`src/hw/rtl/cgi_pkg.sv`:
```
// Shared types and constants for the color gradient interpolator.
package cgi_pkg;

    localparam int KEY_IN_W = 12;
    localparam int KEY_W    = 11;
    localparam int COLOR_W  = 32;
    localparam int CH_W     = 8;
    localparam int NUM_CH   = 4;
    localparam int PROD_W   = CH_W + KEY_W;
    localparam int DIVC_W   = $clog2(PROD_W);
    localparam int ENTRY_W  = KEY_W + COLOR_W;

    localparam logic [COLOR_W-1:0] WHITE = {COLOR_W{1'b1}};

    typedef enum logic [1:0] {
        OP_CLEAR  = 2'd0,
        OP_INSERT = 2'd1,
        OP_QUERY  = 2'd2
    } op_t;

    typedef enum logic [2:0] {
        RES_ZERO,
        RES_FULL,
        RES_WHITE,
        RES_STOP,
        RES_BLEND
    } res_kind_t;

    typedef struct packed {
        logic      accept;
        logic      clear_count;
        logic      ins_start;
        logic      rd;
        logic      rd_prev;
        logic      ins_move;
        logic      ins_place;
        logic      qry_start;
        logic      qry_step;
        logic      mul;
        logic      div_step;
        logic      set_result;
        res_kind_t res_kind;
        logic      load_out;
    } cgi_cmd_t;

    typedef struct packed {
        logic [1:0] op;
        logic       full;
        logic       empty;
        logic       idx_zero;
        logic       idx_last;
        logic       rd_gt;
        logic       rd_eq;
        logic       div_last;
        logic       out_free;
    } cgi_status_t;

endpackage

```
`src/hw/rtl/cgi_ctrl.sv`:
```
// Controller state machine that sequences clear, insert and query beats.
module cgi_ctrl
    import cgi_pkg::*;
(
    input  logic        clk,
    input  logic        rst_n,
    input  logic        item_valid,
    output logic        item_stall,
    input  cgi_status_t status,
    output cgi_cmd_t    cmd
);

    typedef enum logic [3:0] {
        ST_IDLE,
        ST_DISPATCH,
        ST_INS_CHK,
        ST_INS_CMP,
        ST_QRY_RD,
        ST_QRY_CMP,
        ST_DIV,
        ST_BLEND,
        ST_FINISH
    } state_t;

    state_t state_reg;
    state_t state_next;

    assign item_stall = (state_reg != ST_IDLE);

    always_comb
    begin
        cmd        = '0;
        cmd.res_kind = RES_ZERO;
        state_next = state_reg;
        unique case (state_reg)
            ST_IDLE:
            begin
                if (item_valid)
                begin
                    cmd.accept = 1'b1;
                    state_next = ST_DISPATCH;
                end
            end
            ST_DISPATCH:
            begin
                cmd.set_result = 1'b1;
                cmd.res_kind   = RES_ZERO;
                state_next     = ST_FINISH;
                case (status.op)
                    OP_CLEAR:
                    begin
                        cmd.clear_count = 1'b1;
                    end
                    OP_INSERT:
                    begin
                        if (status.full)
                        begin
                            cmd.res_kind = RES_FULL;
                        end
                        else
                        begin
                            cmd.ins_start = 1'b1;
                            state_next    = ST_INS_CHK;
                        end
                    end
                    OP_QUERY:
                    begin
                        if (status.empty)
                        begin
                            cmd.res_kind = RES_WHITE;
                        end
                        else
                        begin
                            cmd.qry_start = 1'b1;
                            state_next    = ST_QRY_RD;
                        end
                    end
                    default:
                    begin
                        cmd.res_kind = RES_ZERO;
                    end
                endcase
            end
            ST_INS_CHK:
            begin
                if (status.idx_zero)
                begin
                    cmd.ins_place = 1'b1;
                    state_next    = ST_FINISH;
                end
                else
                begin
                    cmd.rd      = 1'b1;
                    cmd.rd_prev = 1'b1;
                    state_next  = ST_INS_CMP;
                end
            end
            ST_INS_CMP:
            begin
                // Stops with a larger key move up one slot; equal keys stay below.
                if (status.rd_gt)
                begin
                    cmd.ins_move = 1'b1;
                    state_next   = ST_INS_CHK;
                end
                else
                begin
                    cmd.ins_place = 1'b1;
                    state_next    = ST_FINISH;
                end
            end
            ST_QRY_RD:
            begin
                cmd.rd     = 1'b1;
                state_next = ST_QRY_RD == state_reg ? ST_QRY_CMP : state_reg;
            end
            ST_QRY_CMP:
            begin
                if (status.rd_eq || (status.rd_gt && status.idx_zero) ||
                    (!status.rd_gt && status.idx_last))
                begin
                    cmd.set_result = 1'b1;
                    cmd.res_kind   = RES_STOP;
                    state_next     = ST_FINISH;
                end
                else if (status.rd_gt)
                begin
                    cmd.mul    = 1'b1;
                    state_next = ST_DIV;
                end
                else
                begin
                    cmd.qry_step = 1'b1;
                    state_next   = ST_QRY_RD;
                end
            end
            ST_DIV:
            begin
                cmd.div_step = 1'b1;
                if (status.div_last)
                begin
                    state_next = ST_BLEND;
                end
            end
            ST_BLEND:
            begin
                cmd.set_result = 1'b1;
                cmd.res_kind   = RES_BLEND;
                state_next     = ST_FINISH;
            end
            ST_FINISH:
            begin
                if (status.out_free)
                begin
                    cmd.load_out = 1'b1;
                    state_next   = ST_IDLE;
                end
            end
            default:
            begin
                state_next = ST_IDLE;
            end
        endcase
    end

    always_ff @(posedge clk or negedge rst_n)
    begin
        if (!rst_n)
        begin
            state_reg <= ST_IDLE;
        end
        else
        begin
            state_reg <= state_next;
        end
    end

endmodule

```
`src/hw/rtl/cgi_datapath.sv`:
```
// Datapath: stop table memory, search pointer, channel multipliers and dividers.
module cgi_datapath
    import cgi_pkg::*;
#(
    parameter int MAX_STOPS = 16,
    parameter int KEY_SCALE = 1024
)
(
    input  logic                       clk,
    input  logic                       rst_n,
    input  logic [1:0]                 operation,
    input  logic signed [KEY_IN_W-1:0] key,
    input  logic [COLOR_W-1:0]         stop_color,
    input  logic                       result_stall,
    output logic                       result_valid,
    output logic [COLOR_W-1:0]         color,
    output logic                       status,
    input  cgi_cmd_t                   cmd,
    output cgi_status_t                stat
);

    localparam int CNT_W  = $clog2(MAX_STOPS + 1);
    localparam int ADDR_W = $clog2(MAX_STOPS);
    localparam int WIDE_W = KEY_IN_W + 2;
    localparam logic signed [WIDE_W-1:0] SCALE_S = WIDE_W'(KEY_SCALE);

    logic [ENTRY_W-1:0] mem [MAX_STOPS];

    logic [1:0]                 op_reg;
    logic signed [KEY_IN_W-1:0] key_reg;
    logic [COLOR_W-1:0]         col_reg;
    logic [CNT_W-1:0]           count_reg;
    logic [CNT_W-1:0]           idx_reg;
    logic [ENTRY_W-1:0]         rd_data_reg;
    logic [KEY_W-1:0]           prev_key_reg;
    logic [COLOR_W-1:0]         prev_color_reg;
    logic [KEY_W-1:0]           den_reg;
    logic [CH_W-1:0]            base_reg [NUM_CH];
    logic                       neg_reg  [NUM_CH];
    logic [PROD_W-1:0]          dvd_reg  [NUM_CH];
    logic [KEY_W-1:0]           rem_reg  [NUM_CH];
    logic [DIVC_W-1:0]          div_cnt_reg;
    logic [COLOR_W-1:0]         pend_color_reg;
    logic                       pend_status_reg;
    logic                       result_valid_reg;
    logic [COLOR_W-1:0]         color_reg;
    logic                       status_reg;

    logic signed [WIDE_W-1:0]   key_wide;
    logic signed [KEY_IN_W-1:0] key_clamped;
    logic [KEY_W-1:0]           rd_key;
    logic [COLOR_W-1:0]         rd_color;
    logic signed [KEY_IN_W-1:0] rd_key_s;
    logic [ADDR_W-1:0]          rd_addr;
    logic [CNT_W-1:0]           idx_dec;
    logic [KEY_W-1:0]           num;
    logic [KEY_W:0]             shifted  [NUM_CH];
    logic [KEY_W-1:0]           rem_next [NUM_CH];
    logic                       qbit     [NUM_CH];
    logic [COLOR_W-1:0]         blend_color;
    logic [COLOR_W-1:0]         res_color;
    logic                       res_status;

    assign key_wide = WIDE_W'(key);
    always_comb
    begin
        if (key_wide < 0)
        begin
            key_clamped = '0;
        end
        else if (key_wide > SCALE_S)
        begin
            key_clamped = SCALE_S[KEY_IN_W-1:0];
        end
        else
        begin
            key_clamped = key;
        end
    end

    assign rd_key   = rd_data_reg[ENTRY_W-1:COLOR_W];
    assign rd_color = rd_data_reg[COLOR_W-1:0];
    assign rd_key_s = $signed({1'b0, rd_key});
    assign idx_dec  = idx_reg - 1'b1;
    assign rd_addr  = cmd.rd_prev ? idx_dec[ADDR_W-1:0] : idx_reg[ADDR_W-1:0];
    assign num      = key_reg[KEY_W-1:0] - prev_key_reg;

    always_comb
    begin
        for (int ch = 0; ch < NUM_CH; ch++)
        begin
            shifted[ch] = {rem_reg[ch], dvd_reg[ch][PROD_W-1]};
            qbit[ch]    = (shifted[ch] >= {1'b0, den_reg});
            rem_next[ch] = qbit[ch] ? KEY_W'(shifted[ch] - {1'b0, den_reg})
                                    : shifted[ch][KEY_W-1:0];
            blend_color[ch*CH_W +: CH_W] = neg_reg[ch]
                ? base_reg[ch] - dvd_reg[ch][CH_W-1:0]
                : base_reg[ch] + dvd_reg[ch][CH_W-1:0];
        end
    end

    always_comb
    begin
        res_color  = '0;
        res_status = 1'b0;
        case (cmd.res_kind)
            RES_ZERO:  res_color = '0;
            RES_FULL:  res_status = 1'b1;
            RES_WHITE: res_color = WHITE;
            RES_STOP:  res_color = rd_color;
            RES_BLEND: res_color = blend_color;
            default:   res_color = '0;
        endcase
    end

    assign stat.op       = op_reg;
    assign stat.full     = (count_reg == CNT_W'(MAX_STOPS));
    assign stat.empty    = (count_reg == '0);
    assign stat.idx_zero = (idx_reg == '0);
    assign stat.idx_last = (idx_reg == count_reg - 1'b1);
    assign stat.rd_gt    = (rd_key_s > key_reg);
    assign stat.rd_eq    = (rd_key_s == key_reg);
    assign stat.div_last = (div_cnt_reg == '0);
    assign stat.out_free = !result_valid_reg || !result_stall;

    // Stop table: one write and one registered read per cycle.
    always_ff @(posedge clk)
    begin
        if (cmd.ins_move)
        begin
            mem[idx_reg[ADDR_W-1:0]] <= rd_data_reg;
        end
        else if (cmd.ins_place)
        begin
            mem[idx_reg[ADDR_W-1:0]] <= {key_reg[KEY_W-1:0], col_reg};
        end
        if (cmd.rd)
        begin
            rd_data_reg <= mem[rd_addr];
        end
    end

    always_ff @(posedge clk)
    begin
        if (cmd.accept)
        begin
            op_reg  <= operation;
            key_reg <= (operation == OP_INSERT) ? key_clamped : key;
            col_reg <= stop_color;
        end
        if (cmd.ins_start)
        begin
            idx_reg <= count_reg;
        end
        else if (cmd.qry_start)
        begin
            idx_reg <= '0;
        end
        else if (cmd.ins_move)
        begin
            idx_reg <= idx_dec;
        end
        else if (cmd.qry_step)
        begin
            idx_reg <= idx_reg + 1'b1;
        end
        if (cmd.qry_step)
        begin
            prev_key_reg   <= rd_key;
            prev_color_reg <= rd_color;
        end
        if (cmd.mul)
        begin
            den_reg     <= rd_key - prev_key_reg;
            div_cnt_reg <= DIVC_W'(PROD_W - 1);
            for (int ch = 0; ch < NUM_CH; ch++)
            begin
                base_reg[ch] <= prev_color_reg[ch*CH_W +: CH_W];
                neg_reg[ch]  <= rd_color[ch*CH_W +: CH_W] < prev_color_reg[ch*CH_W +: CH_W];
                rem_reg[ch]  <= '0;
                if (rd_color[ch*CH_W +: CH_W] < prev_color_reg[ch*CH_W +: CH_W])
                begin
                    dvd_reg[ch] <= PROD_W'(prev_color_reg[ch*CH_W +: CH_W]
                                   - rd_color[ch*CH_W +: CH_W]) * PROD_W'(num);
                end
                else
                begin
                    dvd_reg[ch] <= PROD_W'(rd_color[ch*CH_W +: CH_W]
                                   - prev_color_reg[ch*CH_W +: CH_W]) * PROD_W'(num);
                end
            end
        end
        else if (cmd.div_step)
        begin
            div_cnt_reg <= div_cnt_reg - 1'b1;
            for (int ch = 0; ch < NUM_CH; ch++)
            begin
                rem_reg[ch] <= rem_next[ch];
                dvd_reg[ch] <= {dvd_reg[ch][PROD_W-2:0], qbit[ch]};
            end
        end
        if (cmd.set_result)
        begin
            pend_color_reg  <= res_color;
            pend_status_reg <= res_status;
        end
        if (cmd.load_out)
        begin
            color_reg  <= pend_color_reg;
            status_reg <= pend_status_reg;
        end
    end

    always_ff @(posedge clk or negedge rst_n)
    begin
        if (!rst_n)
        begin
            count_reg        <= '0;
            result_valid_reg <= 1'b0;
        end
        else
        begin
            if (cmd.clear_count)
            begin
                count_reg <= '0;
            end
            else if (cmd.ins_place)
            begin
                count_reg <= count_reg + 1'b1;
            end
            if (cmd.load_out)
            begin
                result_valid_reg <= 1'b1;
            end
            else if (!result_stall)
            begin
                result_valid_reg <= 1'b0;
            end
        end
    end

    assign result_valid = result_valid_reg;
    assign color        = color_reg;
    assign status       = status_reg;

endmodule

```
`src/hw/rtl/color_gradient_interpolator_core.sv`:
```
// Top level of the color gradient interpolator: controller plus datapath.
//
// Input channel (item_valid / item_stall) carries one beat per operation:
// clear, insert of a color stop, or query of a color at a key. The output
// channel (result_valid / result_stall) returns exactly one beat per input
// beat, in order, with the query color and the insert status.
// One operation is worked at a time. Clear, a full-table insert and an unused
// code go straight from dispatch to the result. An insert walks down the sorted
// table from the top, reading and comparing each stop and moving every larger
// stop up one slot until the new stop is placed. A query walks up the table
// through the stop memory, reading and comparing each stop in turn; an exact
// hit or an end stop answers with that stop's color, and interpolation adds
// the multiply and the 19-step dividers, one per channel. The next beat is
// taken in the cycle after the result is placed in the output register, even
// while that result still waits.
// Reset empties the table and drops any pending result. While the receiver
// stalls, the result register holds its beat and one finished result waits
// in the datapath before the controller stops.
module color_gradient_interpolator_core
    import cgi_pkg::*;
#(
    parameter int MAX_STOPS = 16,
    parameter int KEY_SCALE = 1024
)
(
    input  logic                       clk,
    input  logic                       rst_n,
    input  logic                       item_valid,
    output logic                       item_stall,
    input  logic [1:0]                 operation,
    input  logic signed [KEY_IN_W-1:0] key,
    input  logic [COLOR_W-1:0]         stop_color,
    output logic                       result_valid,
    input  logic                       result_stall,
    output logic [COLOR_W-1:0]         color,
    output logic                       status
);

    cgi_cmd_t    cmd;
    cgi_status_t stat;

    cgi_ctrl u_ctrl (
        .clk        (clk),
        .rst_n      (rst_n),
        .item_valid (item_valid),
        .item_stall (item_stall),
        .status     (stat),
        .cmd        (cmd)
    );

    cgi_datapath #(
        .MAX_STOPS (MAX_STOPS),
        .KEY_SCALE (KEY_SCALE)
    ) u_datapath (
        .clk          (clk),
        .rst_n        (rst_n),
        .operation    (operation),
        .key          (key),
        .stop_color   (stop_color),
        .result_stall (result_stall),
        .result_valid (result_valid),
        .color        (color),
        .status       (status),
        .cmd          (cmd),
        .stat         (stat)
    );

    // A stop is never written into a full table.
    assert property (@(posedge clk) disable iff (!rst_n)
        cmd.ins_place |-> !stat.full)
        else $error("stop placed into a full table");

    // A result is only loaded when the output register can take it.
    assert property (@(posedge clk) disable iff (!rst_n)
        cmd.load_out |-> stat.out_free)
        else $error("result register overwritten");

    // After a beat is taken the block is busy until its result is loaded.
    assert property (@(posedge clk) disable iff (!rst_n)
        (item_valid && !item_stall) |=> item_stall)
        else $error("second beat taken while busy");

    // Datapath actions on the table and the divider never overlap.
    assert property (@(posedge clk) disable iff (!rst_n)
        $onehot0({cmd.ins_move, cmd.ins_place, cmd.qry_step, cmd.mul, cmd.div_step}))
        else $error("conflicting datapath commands");

endmodule
```
`config.mk`:
```
export PLATFORM = sky130hd
export DESIGN_NAME = color_gradient_interpolator_core
export DESIGN_NICKNAME = d
export VERILOG_FILES = /design/src/hw/rtl/cgi_pkg.sv /design/src/hw/rtl/cgi_ctrl.sv /design/src/hw/rtl/cgi_datapath.sv /design/src/hw/rtl/color_gradient_interpolator_core.sv
export SDC_FILE = /design/constraint.sdc
export NUM_CORES = 2
export LEC_CHECK = 0
export ABC_AREA = 1
export BUFFER_PORTS_ARGS = -buffer_cell sky130_fd_sc_hd__buf_2
export CAP_MARGIN = 40
export CORE_MARGIN = 2
export CORE_UTILIZATION = 40
export CTS_CLUSTER_DIAMETER = 30
export CTS_CLUSTER_SIZE = 40
export DETAILED_ROUTE_END_ITERATION = 8
export PLACE_DENSITY = 0.63
export SYNTH_ARGS = -nofsm -noshare
export SYNTH_HDL_FRONTEND = slang
export SYNTH_SLANG_ARGS = --single-unit
```
`constraint.sdc`:
```
create_clock -name clk -period 9.75 [get_ports clk]
set_input_delay 0.975 -clock clk [delete_from_list [all_inputs] [get_ports clk]]
set_output_delay 0.975 -clock clk [all_outputs]
set_load 0.01 [all_outputs]
```
==> reports/metrics.cfg <==
[routing]
ant_nets=0
totalWireLength_microns=222900
dr.pass1.iters=5
routedWlPerCell_microns=20.51
first_iter_violations=4913
vias=57549
route.detailed.drc=0
viasPerCell=5.295

[sta]
drv_slew=0
setup_viol=0
fin_crit_sh_pct=80.63
rsz0062_at_grt=no
fin_hold_ws_ps=332.3
slew_headroom_pct=37.54
fin_crit_ps=7861
fmax_mhz=127.2
fin_skew_ps=65.19
final-hold-violation-count=0
worstMarginPinSlew_ps=933.7
setup_tns_ps=0

[clock_tree]
post_cts_resized=0
root_buffer=clkbuf_16
tritoncts=built
clk_latency_ps=820
clkSinkCount=1073
htreeDepth=4
cts_buffer_depth=3
numCtsBuffers=201
clkSlewWorstSetupHoldPaths_ps=50

[grt]
track_usage_pct=21.99
grt_max_degree=207
grt_overflow=0
grt_pass1_wl_microns=344300
top_usage_layer=met2
met2_usage_pct=36.33
use_met1_pct=29.01
antenna_found_initial=0
grt_util_met3_pct=3.265
grt_pass1_vias=58350

[setup_path]
crit_fanout=32
critPathMaxStageDelay_ps=730
cp-start-kind=flop
critPathKind=flop to flop
worstPathArrival_ps=8400
crit_top_cell=nand2_1
cp_slowest_cell=inv_2
critPathRequiredTime_ps=10290
worstSetupEndpointType=flop

[finish]
final_common_cell=inv_1
nFillCells=18211
drive_above_1_share_pct=8.268
layout_common_cells=inv_1 (1365), nand2_1 (1106), edfxtp_1 (1058), nor2_1 (817), fa_1 (770)
largest_register_ffs=688
area_growth_pct=14.01
final_nets=9337

[floorplan]
fp.dieW_microns=449.3
start_util_pct=40.21
die_h_microns=449.3
dieArea_sq_mm=0.2018
row_count=163
num_io_pins=85
core-area_sq_mm=0.1972

[placed_design]
gp_congestion=0.9161
io_buffer_count=84
dp_hpwl_microns=157600

[yosys]
synthTopCellsByArea=edfxtp_1 (40%), fa_1 (19%), ha_1 (7.4%)
netlist_area_sq_mm=0.07930
synthFlopType=edfxtp_1
synth-seq-cells=1073
synth_top_area_cell=edfxtp_1
yosys_warnings=0
synth.net_count=9178
syn_avg_cell_area_sq_um=10.05
yosysUniqueCellTypes=65
ys_seq_area_share_pct=40.51
syn_inst=7888
synth-async-reset-ratio_pct=0.9320
yosys.area.top_type_share_pct=40.06
synth_edf_count=1058

[run]
drv_cap=0

[worst_hold_path]
hold_path.class=input port to flop

[run_status]
status=finished clean

==> worst max-delay path, delay by kind of cell, from the launching register on <==
family / cells / cell delay [ps]
adders and majority gates: 7 / 3260
buffers and inverters: 5 / 1390
and+or+nand+nor: 10 / 1330
AOI/OAI and AO/OA: 5 / 1180
DFF: 1 / 400
==> Yosys cell counts (45+ instances only) <==
master,number
ha_1,470
buf_2,60
fa_1,770
or2_2,45
o211ai_1,78
a21oi_1,315
xnor2_1,85
inv_1,1369
xor2_1,159
clkbuf_1,170
o221ai_1,134
edfxtp_1,1058
nor2_1,837
nand3_1,271
o22ai_1,62
o21ai_0,545
nand2_1,1109
==> cells by family after synthesis <==
| kind of cell | share of synthesized area, % |
|---|---|
| xor+xnor | 2.715 |
| fa+ha+maj | 26.85 |
| buf+inv | 8.255 |
| compound gates | 9.483 |
| simple gates | 12.19 |
| flops | 40.51 |
==> per-stage QoR <==
stage	cell area [sq um]	cells	setup slack (ps)	util [%]
floorplan	79300	7888	3359	-
global placement	82700	10428	2087	41.93
detailed placement	83400	10480	2075	42.29
CTS	90380	10861	2045	45.83
global route	90400	10864	1436	45.84
finish	90410	10868	1889	45.84
==> worst paths after layout <==
check,startpoint,end,slack (ps),cells after the start
worst max-delay path,u_datapath.key_reg[2],u_datapath.dvd_reg[1][16],1890,27
worst min-delay path,stop_color[24],u_datapath.col_reg[24],330,1
worst max register to register,u_datapath.key_reg[2],u_datapath.dvd_reg[1][16],1890,27
worst min register to register,u_datapath.pend_color_reg[11],u_datapath.color[11],410,0
max in group asynchronous,rst_n,u_ctrl.state_reg[2],8970,2
min in group asynchronous,rst_n,u_datapath.result_valid,560,2
==> cell type report <==
cell class / count / area (sq um) / share of cell area (%)
Inverter: 1393 / 5246 / 5.803
Antenna cell: 4 / 10.01 / 0.01107
Multi-Input combinational cell: 5138 / 40830 / 45.16
Timing Repair Buffer: 240 / 1927 / 2.131
Clock buffer: 219 / 5129 / 5.673
Clock inverter: 161 / 1841 / 2.036
Sequential cell: 1073 / 32120 / 35.53
Tap cell: 2640 / 3303 / 3.654
==> metal layers <==
metal	vias to the layer above	part of all wire, %	routed length [microns]
met5	-	0	0
met4	0	4.5	10040
met3	438	6.7	14940
met2	2136	47	105700
met1	28678	41	92220
li1	26297	-	-
==> repair_timing <==
item                      CTS  global route
hold buffers                1             0
setup buffers               0             0
hold endpoints to repair   10             0
Power is left out: the tool's default activity adds up to more than one toggle a clock period on the data nets, which glitch-free logic cannot reach.
